`config.mk`:
```
export PLATFORM = sky130hd
export DESIGN_NAME = tick_counter_task_scheduler_core_flat
export DESIGN_NICKNAME = d
export VERILOG_FILES = /design/src/rtl/tcts_pkg.sv /design/src/rtl/tcts_if.sv /design/src/rtl/tcts_ram.sv /design/src/rtl/tcts_alu.sv /design/src/rtl/tick_counter_task_scheduler_core.sv /design/src/flat_wrapper.sv
export SDC_FILE = /design/constraint.sdc
export NUM_CORES = 1
export LEC_CHECK = 0
export ABC_AREA = 1
export BUFFER_PORTS_ARGS = -buffer_cell sky130_fd_sc_hd__buf_2
export CORE_ASPECT_RATIO = 0.9
export CORE_MARGIN = 10
export CORE_UTILIZATION = 35
export CTS_CLUSTER_DIAMETER = 120
export DETAILED_ROUTE_END_ITERATION = 10
export PLACE_DENSITY = 0.51
export SETUP_SLACK_MARGIN = 0.4
export SYNTH_ARGS = -nofsm -noshare
export SYNTH_HDL_FRONTEND = slang
export SYNTH_SLANG_ARGS = --single-unit
```
`constraint.sdc`:
```
create_clock -name clk_i -period 9.43 [get_ports clk_i]
set_input_delay 0.4715 -clock clk_i [delete_from_list [all_inputs] [get_ports clk_i]]
set_output_delay 0.4715 -clock clk_i [all_outputs]
set_load 0.1 [all_outputs]
```
`src/rtl/tcts_pkg.sv`:
```
// ----------------------------------------------------------------------------
// tcts_pkg: shared types and constants of the tick counter task scheduler
// Field widths, operation and error codes, slot entry layout, alu bundles.
// ----------------------------------------------------------------------------
package tcts_pkg;

  localparam int KIND_W  = 3;
  localparam int IDX_W   = 4;
  localparam int INIT_W  = 15;
  localparam int PRIO_W  = 8;
  localparam int ERR_W   = 2;
  localparam int TICKS_W = 16;

  // operation codes of an input item
  typedef enum logic [KIND_W-1:0] {
    KIND_TICK      = 3'd0,
    KIND_PICK      = 3'd1,
    KIND_LOAD_MAIN = 3'd2,
    KIND_ENQUEUE   = 3'd3,
    KIND_SET_RUN   = 3'd4,
    KIND_SET_CUR   = 3'd5
  } kind_e;

  typedef enum logic [ERR_W-1:0] {
    ERR_OK        = 2'd0,
    ERR_FULL      = 2'd1,
    ERR_NOT_VALID = 2'd2
  } err_e;

  // one slot entry as held in the slot ram
  typedef struct packed {
    logic [PRIO_W-1:0]  prio;
    logic [TICKS_W-1:0] ticks;
  } slot_entry_t;

  localparam int ENTRY_W = $bits(slot_entry_t);

  typedef enum logic [1:0] {
    ALU_CMP    = 2'd0,
    ALU_DEC    = 2'd1,
    ALU_REFILL = 2'd2
  } alu_op_e;

  typedef struct packed {
    alu_op_e            op;
    logic [TICKS_W-1:0] a;
    logic [TICKS_W-1:0] b;
  } alu_req_t;

  typedef struct packed {
    logic [TICKS_W-1:0] value;
    logic               flag;
  } alu_rsp_t;

  typedef struct packed {
    logic [IDX_W-1:0] result_index;
    logic             reschedule;
    logic             refilled;
    err_e             error;
  } result_t;

endpackage

```
`src/rtl/tcts_if.sv`:
```
// ----------------------------------------------------------------------------
// tcts_if: valid/ready channels of the tick counter task scheduler
// Request channel carries one operation, response channel one result item.
// ----------------------------------------------------------------------------
interface tcts_in_if;
  logic                          valid;
  logic                          ready;
  logic [tcts_pkg::KIND_W-1:0]   kind;
  logic [tcts_pkg::IDX_W-1:0]    task_index;
  logic                          running;
  logic [tcts_pkg::INIT_W-1:0]   initial_ticks;
  logic [tcts_pkg::PRIO_W-1:0]   priority_req;
  logic                          preempt_held;

  modport source (
    output valid, kind, task_index, running, initial_ticks, priority_req, preempt_held,
    input  ready
  );
  modport sink (
    input  valid, kind, task_index, running, initial_ticks, priority_req, preempt_held,
    output ready
  );
endinterface

interface tcts_out_if;
  logic                        valid;
  logic                        ready;
  logic [tcts_pkg::IDX_W-1:0]  result_index;
  logic                        reschedule;
  logic                        refilled;
  logic [tcts_pkg::ERR_W-1:0]  error;

  modport source (
    output valid, result_index, reschedule, refilled, error,
    input  ready
  );
  modport sink (
    input  valid, result_index, reschedule, refilled, error,
    output ready
  );
endinterface

```
`src/rtl/tcts_ram.sv`:
```
// ----------------------------------------------------------------------------
// tcts_ram: generic single write, single read ram
// One write port and one read port with registered read data.
// ----------------------------------------------------------------------------
module tcts_ram #(
  parameter int WIDTH = 8,
  parameter int DEPTH = 16
) (
  input  logic                     clk_i,
  input  logic                     wr_en_i,
  input  logic [$clog2(DEPTH)-1:0] wr_addr_i,
  input  logic [WIDTH-1:0]         wr_data_i,
  input  logic                     rd_en_i,
  input  logic [$clog2(DEPTH)-1:0] rd_addr_i,
  output logic [WIDTH-1:0]         rd_data_o
);

  logic [WIDTH-1:0] mem_q [DEPTH];

  always_ff @(posedge clk_i) begin
    if (wr_en_i) begin
      mem_q[wr_addr_i] <= wr_data_i;
    end
    if (rd_en_i) begin
      rd_data_o <= mem_q[rd_addr_i];
    end
  end

endmodule

```
`src/rtl/tcts_alu.sv`:
```
// ----------------------------------------------------------------------------
// tcts_alu: shared budget arithmetic unit
// Signed compare, saturating decrement and half-plus-priority refill.
// ----------------------------------------------------------------------------
module tcts_alu (
  input  tcts_pkg::alu_req_t req_i,
  output tcts_pkg::alu_rsp_t rsp_o
);

  localparam logic [tcts_pkg::TICKS_W-1:0] TICKS_MIN = {1'b1, {(tcts_pkg::TICKS_W-1){1'b0}}};
  localparam logic [tcts_pkg::TICKS_W-1:0] TICKS_MAX = {1'b0, {(tcts_pkg::TICKS_W-1){1'b1}}};

  logic [tcts_pkg::TICKS_W:0]   sum;
  logic [tcts_pkg::TICKS_W-1:0] dec;

  always_comb begin
    // floor(a / 2) sign extended, plus the unsigned priority
    sum = {req_i.a[tcts_pkg::TICKS_W-1], req_i.a[tcts_pkg::TICKS_W-1],
           req_i.a[tcts_pkg::TICKS_W-1:1]}
        + {{(tcts_pkg::TICKS_W+1-tcts_pkg::PRIO_W){1'b0}},
           req_i.b[tcts_pkg::PRIO_W-1:0]};
    dec = (req_i.a == TICKS_MIN) ? req_i.a : req_i.a - 1'b1;
    rsp_o = '0;
    unique case (req_i.op)
      tcts_pkg::ALU_CMP: begin
        rsp_o.value = req_i.a;
        rsp_o.flag  = $signed(req_i.a) > $signed(req_i.b);
      end
      tcts_pkg::ALU_DEC: begin
        rsp_o.value = dec;
        rsp_o.flag  = dec[tcts_pkg::TICKS_W-1] || (dec == '0);
      end
      tcts_pkg::ALU_REFILL: begin
        // only the upper limit is checked here
        if (!sum[tcts_pkg::TICKS_W] && sum[tcts_pkg::TICKS_W-1]) begin
          rsp_o.value = TICKS_MAX;
        end else begin
          rsp_o.value = sum[tcts_pkg::TICKS_W-1:0];
        end
      end
      default: begin
        rsp_o = '0;
      end
    endcase
  end

endmodule

```
`src/rtl/tick_counter_task_scheduler_core.sv`:
```
// ----------------------------------------------------------------------------
// tick_counter_task_scheduler_core: tick counting task scheduler
// Slot table with tick budgets and priorities, tick charging and best pick.
// ----------------------------------------------------------------------------
//
//  channel  dir  port   handshake      payload
//  -------  ---  -----  -------------  ---------------------------------------
//  request  in   req_i  valid / ready  kind, task_index, running,
//                                      initial_ticks, priority_req, preempt_held
//  result   out  rsp_o  valid / ready  result_index, reschedule, refilled, error
//
//  steps: load, enqueue, set running, set current and unused kinds act at
//  once and then hold; a tick does a slot ram read, decrement and write
//  back, hold; a pick scans all slots and, when the best budget is zero,
//  refills them and scans again, one slot ram read per cycle via the shared alu.
//  reset clears valid and running marks and current slot and sets the free
//  slot pointer to slot 1 at once; budgets and priorities live in ram and need no clearing pass.
//  a finished result waits in the output register; the request side is
//  ready again right after it is moved there, and stalls while it is full.
//
module tick_counter_task_scheduler_core #(
  parameter int TASK_SLOTS = 16
) (
  input  logic              clk_i,
  input  logic              rst_ni,
  tcts_in_if.sink           req_i,
  tcts_out_if.source        rsp_o
);

  localparam int SLOT_W = $clog2(TASK_SLOTS);
  localparam int NF_W   = $clog2(TASK_SLOTS + 1);
  localparam logic [SLOT_W-1:0] LAST_SLOT = SLOT_W'(TASK_SLOTS - 1);
  localparam logic [NF_W-1:0]   NF_FULL   = NF_W'(TASK_SLOTS);

  // sequencer states
  typedef enum logic [4:0] {
    ST_IDLE   = 5'b00001,
    ST_TICK   = 5'b00010,
    ST_SCAN   = 5'b00100,
    ST_REFILL = 5'b01000,
    ST_HOLD   = 5'b10000
  } state_e;

  state_e                  state_q, state_d;
  logic [TASK_SLOTS-1:0]   valid_q, valid_d;
  logic [TASK_SLOTS-1:0]   running_q, running_d;
  logic [tcts_pkg::IDX_W-1:0] current_q, current_d;
  logic [NF_W-1:0]         nf_q, nf_d;
  logic [SLOT_W-1:0]       issue_q, issue_d;
  logic                    issue_done_q, issue_done_d;
  logic                    live_q, live_d;
  logic                    pass_q, pass_d;
  logic                    out_valid_q, out_valid_d;

  logic [SLOT_W-1:0]       data_idx_q, data_idx_d;
  logic [tcts_pkg::TICKS_W-1:0] best_q, best_d;
  logic [SLOT_W-1:0]       sel_q, sel_d;
  logic                    held_q, held_d;
  tcts_pkg::result_t       res_q, res_d;
  tcts_pkg::result_t       out_q, out_d;

  // slot ram ports
  logic                    ram_wr_en;
  logic [SLOT_W-1:0]       ram_wr_addr;
  tcts_pkg::slot_entry_t   ram_wr_data;
  logic                    ram_rd_en;
  logic [SLOT_W-1:0]       ram_rd_addr;
  logic [tcts_pkg::ENTRY_W-1:0] ram_rd_data;
  tcts_pkg::slot_entry_t   rd_entry;

  tcts_pkg::alu_req_t      alu_req;
  tcts_pkg::alu_rsp_t      alu_rsp;

  logic                    in_acc;
  logic [SLOT_W-1:0]       cur_idx;
  logic                    cur_ok;
  logic                    data_ok;

  tcts_ram #(
    .WIDTH (tcts_pkg::ENTRY_W),
    .DEPTH (TASK_SLOTS)
  ) u_slot_ram (
    .clk_i     (clk_i),
    .wr_en_i   (ram_wr_en),
    .wr_addr_i (ram_wr_addr),
    .wr_data_i (ram_wr_data),
    .rd_en_i   (ram_rd_en),
    .rd_addr_i (ram_rd_addr),
    .rd_data_o (ram_rd_data)
  );

  tcts_alu u_alu (
    .req_i (alu_req),
    .rsp_o (alu_rsp)
  );

  assign rd_entry = tcts_pkg::slot_entry_t'(ram_rd_data);

  // request side only listens while the sequencer is idle
  assign req_i.ready = (state_q == ST_IDLE);
  assign in_acc      = req_i.valid && req_i.ready;

  // current slot may point past the table after a set current
  assign cur_idx = SLOT_W'(current_q);
  assign cur_ok  = (32'(current_q) < TASK_SLOTS) && valid_q[cur_idx];

  // slot whose ram data arrives this cycle is valid and running
  assign data_ok = valid_q[data_idx_q] && running_q[data_idx_q];

  assign rsp_o.valid        = out_valid_q;
  assign rsp_o.result_index = out_q.result_index;
  assign rsp_o.reschedule   = out_q.reschedule;
  assign rsp_o.refilled     = out_q.refilled;
  assign rsp_o.error        = out_q.error;

  always_comb begin
    state_d      = state_q;
    valid_d      = valid_q;
    running_d    = running_q;
    current_d    = current_q;
    nf_d         = nf_q;
    issue_d      = issue_q;
    issue_done_d = issue_done_q;
    live_d       = 1'b0;
    pass_d       = pass_q;
    out_valid_d  = out_valid_q;
    data_idx_d   = issue_q;
    best_d       = best_q;
    sel_d        = sel_q;
    held_d       = held_q;
    res_d        = res_q;
    out_d        = out_q;

    ram_wr_en    = 1'b0;
    ram_wr_addr  = '0;
    ram_wr_data  = '0;
    ram_rd_en    = 1'b0;
    ram_rd_addr  = issue_q;

    alu_req.op   = tcts_pkg::ALU_CMP;
    alu_req.a    = rd_entry.ticks;
    alu_req.b    = best_q;

    // result taken downstream
    if (out_valid_q && rsp_o.ready) begin
      out_valid_d = 1'b0;
    end

    unique case (state_q)
      ST_IDLE: begin
        if (in_acc) begin
          res_d   = '0;
          state_d = ST_HOLD;
          unique case (tcts_pkg::kind_e'(req_i.kind))
            tcts_pkg::KIND_TICK: begin
              if (cur_ok) begin
                // fetch the current budget, charge it next cycle
                ram_rd_en   = 1'b1;
                ram_rd_addr = cur_idx;
                held_d      = req_i.preempt_held;
                state_d     = ST_TICK;
              end else begin
                res_d.error = tcts_pkg::ERR_NOT_VALID;
              end
            end
            tcts_pkg::KIND_PICK: begin
              issue_d      = '0;
              issue_done_d = 1'b0;
              pass_d       = 1'b0;
              state_d      = ST_SCAN;
            end
            tcts_pkg::KIND_LOAD_MAIN: begin
              ram_wr_en         = 1'b1;
              ram_wr_addr       = '0;
              ram_wr_data.prio  = req_i.priority_req;
              ram_wr_data.ticks = {1'b0, req_i.initial_ticks};
              valid_d[0]        = 1'b1;
              running_d[0]      = req_i.running;
            end
            tcts_pkg::KIND_ENQUEUE: begin
              if (nf_q == NF_FULL) begin
                res_d.error = tcts_pkg::ERR_FULL;
              end else begin
                ram_wr_en         = 1'b1;
                ram_wr_addr       = nf_q[SLOT_W-1:0];
                ram_wr_data.prio  = req_i.priority_req;
                ram_wr_data.ticks = {1'b0, req_i.initial_ticks};
                valid_d[nf_q[SLOT_W-1:0]]   = 1'b1;
                running_d[nf_q[SLOT_W-1:0]] = req_i.running;
                nf_d               = nf_q + 1'b1;
                res_d.result_index = tcts_pkg::IDX_W'(nf_q);
              end
            end
            tcts_pkg::KIND_SET_RUN: begin
              if (32'(req_i.task_index) < TASK_SLOTS) begin
                running_d[SLOT_W'(req_i.task_index)] = req_i.running;
              end
            end
            tcts_pkg::KIND_SET_CUR: begin
              current_d = req_i.task_index;
            end
            default: begin
              // unused kinds answer all zero
            end
          endcase
        end
      end

      ST_TICK: begin
        alu_req.op        = tcts_pkg::ALU_DEC;
        ram_wr_en         = 1'b1;
        ram_wr_addr       = cur_idx;
        ram_wr_data.prio  = rd_entry.prio;
        ram_wr_data.ticks = alu_rsp.value;
        res_d.reschedule  = alu_rsp.flag && !held_q;
        state_d           = ST_HOLD;
      end

      ST_SCAN: begin
        // one slot read per cycle, compare in the next cycle
        ram_rd_en = !issue_done_q;
        live_d    = !issue_done_q;
        if (!issue_done_q) begin
          issue_d = issue_q + 1'b1;
          if (issue_q == LAST_SLOT) begin
            issue_done_d = 1'b1;
          end
        end
        if (live_q) begin
          if (data_idx_q == '0) begin
            // search always starts from slot 0 and its budget
            best_d = rd_entry.ticks;
            sel_d  = '0;
          end else if (data_ok && alu_rsp.flag) begin
            best_d = rd_entry.ticks;
            sel_d  = data_idx_q;
          end
          if (data_idx_q == LAST_SLOT) begin
            if (best_d != '0) begin
              res_d.result_index = tcts_pkg::IDX_W'(sel_d);
              res_d.refilled     = pass_q;
              state_d            = ST_HOLD;
            end else if (!pass_q) begin
              issue_d      = '0;
              issue_done_d = 1'b0;
              live_d       = 1'b0;
              state_d      = ST_REFILL;
            end else begin
              // still nothing to run after one refill
              res_d.result_index = '0;
              res_d.refilled     = 1'b1;
              state_d            = ST_HOLD;
            end
          end
        end
      end

      ST_REFILL: begin
        alu_req.op = tcts_pkg::ALU_REFILL;
        alu_req.b  = {{(tcts_pkg::TICKS_W-tcts_pkg::PRIO_W){1'b0}}, rd_entry.prio};
        ram_rd_en  = !issue_done_q;
        live_d     = !issue_done_q;
        if (!issue_done_q) begin
          issue_d = issue_q + 1'b1;
          if (issue_q == LAST_SLOT) begin
            issue_done_d = 1'b1;
          end
        end
        if (live_q && data_ok) begin
          ram_wr_en         = 1'b1;
          ram_wr_addr       = data_idx_q;
          ram_wr_data.prio  = rd_entry.prio;
          ram_wr_data.ticks = alu_rsp.value;
        end
        if (live_q && (data_idx_q == LAST_SLOT)) begin
          // second search over the refilled budgets
          issue_d      = '0;
          issue_done_d = 1'b0;
          live_d       = 1'b0;
          pass_d       = 1'b1;
          state_d      = ST_SCAN;
        end
      end

      ST_HOLD: begin
        if (!out_valid_q || rsp_o.ready) begin
          out_d       = res_q;
          out_valid_d = 1'b1;
          state_d     = ST_IDLE;
        end
      end

      default: begin
        state_d = ST_IDLE;
      end
    endcase
  end

  // control state
  always_ff @(posedge clk_i or negedge rst_ni) begin
    if (!rst_ni) begin
      state_q      <= ST_IDLE;
      valid_q      <= '0;
      running_q    <= '0;
      current_q    <= '0;
      nf_q         <= NF_W'(1);
      issue_q      <= '0;
      issue_done_q <= 1'b0;
      live_q       <= 1'b0;
      pass_q       <= 1'b0;
      out_valid_q  <= 1'b0;
    end else begin
      state_q      <= state_d;
      valid_q      <= valid_d;
      running_q    <= running_d;
      current_q    <= current_d;
      nf_q         <= nf_d;
      issue_q      <= issue_d;
      issue_done_q <= issue_done_d;
      live_q       <= live_d;
      pass_q       <= pass_d;
      out_valid_q  <= out_valid_d;
    end
  end

  // payload registers
  always_ff @(posedge clk_i) begin
    data_idx_q <= data_idx_d;
    best_q     <= best_d;
    sel_q      <= sel_d;
    held_q     <= held_d;
    res_q      <= res_d;
    out_q      <= out_d;
  end

endmodule
```
`src/flat_wrapper.sv`:
```
// flat-port wrapper written by rule: the top's interface ports become plain ports
module tick_counter_task_scheduler_core_flat 
#(
  parameter int TASK_SLOTS = 16
)
  (clk_i, rst_ni, req_i_valid, req_i_kind, req_i_task_index, req_i_running, req_i_initial_ticks, req_i_priority_req, req_i_preempt_held, req_i_ready, rsp_o_valid, rsp_o_result_index, rsp_o_reschedule, rsp_o_refilled, rsp_o_error, rsp_o_ready);
  tcts_in_if req_i_i ();
  tcts_out_if rsp_o_i ();
  input  logic clk_i;
  input  logic rst_ni;
  input wire logic [$bits(req_i_i.valid)-1:0] req_i_valid;
  input wire logic [$bits(req_i_i.kind)-1:0] req_i_kind;
  input wire logic [$bits(req_i_i.task_index)-1:0] req_i_task_index;
  input wire logic [$bits(req_i_i.running)-1:0] req_i_running;
  input wire logic [$bits(req_i_i.initial_ticks)-1:0] req_i_initial_ticks;
  input wire logic [$bits(req_i_i.priority_req)-1:0] req_i_priority_req;
  input wire logic [$bits(req_i_i.preempt_held)-1:0] req_i_preempt_held;
  output wire logic [$bits(req_i_i.ready)-1:0] req_i_ready;
  output wire logic [$bits(rsp_o_i.valid)-1:0] rsp_o_valid;
  output wire logic [$bits(rsp_o_i.result_index)-1:0] rsp_o_result_index;
  output wire logic [$bits(rsp_o_i.reschedule)-1:0] rsp_o_reschedule;
  output wire logic [$bits(rsp_o_i.refilled)-1:0] rsp_o_refilled;
  output wire logic [$bits(rsp_o_i.error)-1:0] rsp_o_error;
  input wire logic [$bits(rsp_o_i.ready)-1:0] rsp_o_ready;
  assign req_i_i.valid = req_i_valid;
  assign req_i_i.kind = req_i_kind;
  assign req_i_i.task_index = req_i_task_index;
  assign req_i_i.running = req_i_running;
  assign req_i_i.initial_ticks = req_i_initial_ticks;
  assign req_i_i.priority_req = req_i_priority_req;
  assign req_i_i.preempt_held = req_i_preempt_held;
  assign req_i_ready = req_i_i.ready;
  assign rsp_o_valid = rsp_o_i.valid;
  assign rsp_o_result_index = rsp_o_i.result_index;
  assign rsp_o_reschedule = rsp_o_i.reschedule;
  assign rsp_o_refilled = rsp_o_i.refilled;
  assign rsp_o_error = rsp_o_i.error;
  assign rsp_o_i.ready = rsp_o_ready;
  tick_counter_task_scheduler_core #(.TASK_SLOTS(TASK_SLOTS)) u_core (.clk_i(clk_i), .rst_ni(rst_ni), .req_i(req_i_i), .rsp_o(rsp_o_i));
endmodule
```
==> results.json <==
{
  "outcome": "completed",
  "timing.critical_path.slowest_stage_cell": "sky130_fd_sc_hd__nor2_4",
  "flow.area_growth_from_synthesis_pct": 14.1,
  "finalWeightedCongestion": 0.906,
  "grt_max_degree": 97,
  "path_class": "reg -> reg",
  "core-area_mm2": 0.0639,
  "startpoint_type_of_the_worst_setup_path": "flop",
  "routed_wirelength_um": 67300,
  "pwr_density_cell_mw_per_mm2": 277,
  "grt_most_used_layer": "met2",
  "rows": 88,
  "ports_placed_on_the_boundary": 46,
  "min_period_ns": 4.71,
  "post_synthesis_sequential_area_ratio": 0.657,
  "routed-via-count": 16133,
  "timing.max_slew.rel_slack": 0.203,
  "synth_most_common_cell": "sky130_fd_sc_hd__edfxtp_1",
  "power.static_leakage_nw": 9.45,
  "average_cell_area_after_synthesis_um2": 11.1,
  "worst-path-max-fanout": 24,
  "worstSkewPairLatency_ns": 0.64,
  "hold_viol": 0,
  "max-vdd-ir-drop_v": 0.000199,
  "synth_warnings": 0,
  "path_class_of_the_lowest_slack_min_delay_path": "in -> reg",
  "detailedRoute.firstPassIterationCount": 5,
  "timing.critical_path.to": "u_core.u_slot_ram.mem_q[1][10]",
  "clk_transition_reported_paths_ns": 0.06,
  "netlist_instances": 2029,
  "port-buffer-count": 45,
  "drive_above_1_share": 0.119,
  "grtUsageMet2": 0.270,
  "tritoncts": "yes",
  "crit_path_cell_trace": "inv_1, ha_1, inv_1, nor2_1, inv_1, nor2_1, nor3_1, inv_1, nor2_1, a221oi_1, inv_1, nand2_1, nor2_4",
  "worst_case_clock_skew_ns": 0.0524,
  "timing.critical_path.depth": 13,
  "synth.distinct_cells": 54,
  "final_antenna_net_count": 0,
  "use_met3": 0.0324,
  "cp_max_stage_delay_ns": 0.98,
  "holdCritStartpoint": "req_i_valid",
  "setup.worst_path.start": "u_core.nf_q[0]",
  "synth_nets": 2096,
  "post-dp-hpwl_um": 38900,
  "cts.sinks": 503,
  "setup_total_negative_slack_ns": 0,
  "reg2reg_setup_slack_ns": 4.72,
  "yosys-top-cells-area": "sky130_fd_sc_hd__edfxtp_1 59%, sky130_fd_sc_hd__dfrtp_1 5.8%, sky130_fd_sc_hd__o21ai_0 5.8%",
  "layout.nets": 2145,
  "design.die.area_mm2": 0.0749,
  "setup_repair_after_global_routing_missed_its_margin": "no",
  "least_margin_pin_slew_ns": 1.20,
  "met1_resource_use_gr": 0.251,
  "antenna_found_initial": 4,
  "path_common_cell": "sky130_fd_sc_hd__inv_1",
  "timing.reg2reg.worst_path_depth": 13,
  "report.final.setup_viol": 0,
  "final-max-slew-violation-count": 0,
  "via_per_inst": 5.42,
  "die_w_um": 287,
  "die_y_um": 261,
  "max_cap_viols": 0,
  "overflow": 0,
  "cts-htree-levels": 2,
  "synth-edff-count": 445,
  "critPathTopFamily": "simple AND/OR/NAND/NOR gates",
  "ctsRootBufferMaster": "sky130_fd_sc_hd__clkbuf_16",
  "timing.critical_path.required_ns": 9.64,
  "worst_r2r_endpoint": "u_core.u_slot_ram.mem_q[1][10]",
  "synth-seq-cells": 503,
  "synth_commonest_cells": "445 x sky130_fd_sc_hd__edfxtp_1, 303 x sky130_fd_sc_hd__nor2_1, 260 x sky130_fd_sc_hd__nand2_1",
  "max-clock-path-buffers": 3,
  "synth_ff_type": "sky130_fd_sc_hd__edfxtp_1",
  "critPathCaptureType": "flop",
  "cts_made_buffers": 54,
  "start_util": 0.353,
  "drc": 0,
  "avgRoutedWirePerCell_um": 22.6,
  "final_hold_slack_ns": 0.0743,
  "synth_area_leader_cell": "sky130_fd_sc_hd__edfxtp_1",
  "min_period_over_period": 0.499,
  "global_route_wire_length_before_repair_um": 99900,
  "synth.cell_area_mm2": 0.0225,
  "dr.first_iter.drc_count": 1533,
  "groute.usage.overall": 0.176,
  "whs_path_depth": 2,
  "yosysTopAreaCellShare": 0.594,
  "synth-async-reset-ratio": 0.107,
  "grt_pass1_vias": 15549,
  "crit_arrival_ns": 4.91,
  "regToRegStartpoint": "u_core.nf_q[0]",
  "fmax_ghz": 0.212,
  "critPathBufInv": 5
}
-- metal layers --
| metal | vias up | part of all wire | wire [um] |
|---|---|---|---|
| li1 | 7416 | - | - |
| met1 | 8096 | 0.46 | 31200 |
| met2 | 525 | 0.45 | 30100 |
| met3 | 94 | 0.068 | 4580 |
| met4 | 2 | 0.020 | 1360 |
| met5 | - | 0.00019 | 13 |
-- worst min path at each step --
stage	to
3_3_place_gp	u_core.rsp_o.refilled
6_report	u_core.state_q[0]
2_1_floorplan	u_core.cur_idx[0]
3_5_place_dp	u_core.rsp_o.result_index[1]
5_1_grt	u_core.state_q[0]
4_1_cts	u_core.state_q[0]
-- state kept, by name (all words and copies together), names as in the netlist, 5 cells and up --
signal and cells:
u_core.u_slot_ram.rd_data_o 24, u_core.running_q 16, u_core.res_q 8, u_core.valid_q 16, u_core.state_q 5, u_core.nf_q 5, u_core.u_slot_ram.mem_q 384, u_core.best_q 16
-- per-stage QoR --
stage / area [um2] / cells / power [mW] / utilization / setup WS (ns)
floorplan: 22500 / 2029 / 4.33 / - / 4.80
CTS: 25700 / 2976 / 7.16 / 0.402 / 4.78
detailed placement: 23900 / 2875 / 5.04 / 0.374 / 4.86
global route: 25700 / 2976 / 7.51 / 0.402 / 4.31
global placement: 23900 / 2875 / 5.01 / 0.374 / 4.73
finish: 25700 / 2978 / 7.12 / 0.402 / 4.72
-- layout make-up --
type	count	area (um2)
multi-input combinational	1287	6930
inverter	136	513
timing repair buffer	96	613
tap	855	1070
clock buffer	64	1420
antenna	2	5.00
sequential	503	14800
fill	6167	38200
clock inverter	35	347
-- placed cells by master, fill, tap and decap left out, types with 9 or more instances in the layout --
cell / netlist / final
sky130_fd_sc_hd__buf_2: 12 / 45
sky130_fd_sc_hd__nand2_2: 14 / 14
sky130_fd_sc_hd__nor2_4: 5 / 21
sky130_fd_sc_hd__nor2_1: 303 / 287
sky130_fd_sc_hd__o21ai_0: 259 / 257
sky130_fd_sc_hd__buf_4: 2 / 49
sky130_fd_sc_hd__xor2_1: 9 / 9
sky130_fd_sc_hd__inv_1: 128 / 126
sky130_fd_sc_hd__a21oi_1: 69 / 69
sky130_fd_sc_hd__clkbuf_16: 0 / 54
sky130_fd_sc_hd__nand2_1: 260 / 260
sky130_fd_sc_hd__ha_1: 30 / 30
sky130_fd_sc_hd__dfrtp_1: 52 / 52
sky130_fd_sc_hd__nor2_2: 9 / 9
sky130_fd_sc_hd__o211ai_1: 25 / 25
sky130_fd_sc_hd__clkinv_2: 0 / 11
sky130_fd_sc_hd__edfxtp_1: 445 / 445
sky130_fd_sc_hd__o22ai_1: 24 / 23
sky130_fd_sc_hd__a31oi_1: 10 / 10
sky130_fd_sc_hd__o221ai_1: 81 / 81
sky130_fd_sc_hd__nand3_1: 105 / 105
sky130_fd_sc_hd__clkinv_1: 2 / 16
-- repair_timing --
item	4_1_cts	5_1_grt
buffers inserted	0	0
hold buffers	2	0
resized for setup	0	0
hold endpoints to repair	32	0
-- power breakdown --
| group | internal [mW] | leakage [nW] | switching (mW) |
|---|---|---|---|
| Clock | 1.21 | 0.870 | 0.909 |
| Sequential | 2.65 | 4.85 | 0.173 |
| Combinational | 0.605 | 3.73 | 1.58 |
| Total | 4.47 | 9.45 | 2.66 |
-- cells by family after synthesis --
kind of cell | after synthesis | synth area share
buffers and inverters | 239 | 0.0425
multiplexers | 4 | 0.00200
flip-flops | 503 | 0.657
adder cells (fa/ha/maj) | 31 | 0.0176
AND/OR/NAND/NOR | 730 | 0.140
XOR/XNOR | 11 | 0.00428
AO/OA/AOI/OAI | 511 | 0.137
Note: power is estimated with default switching activity, not from simulation.
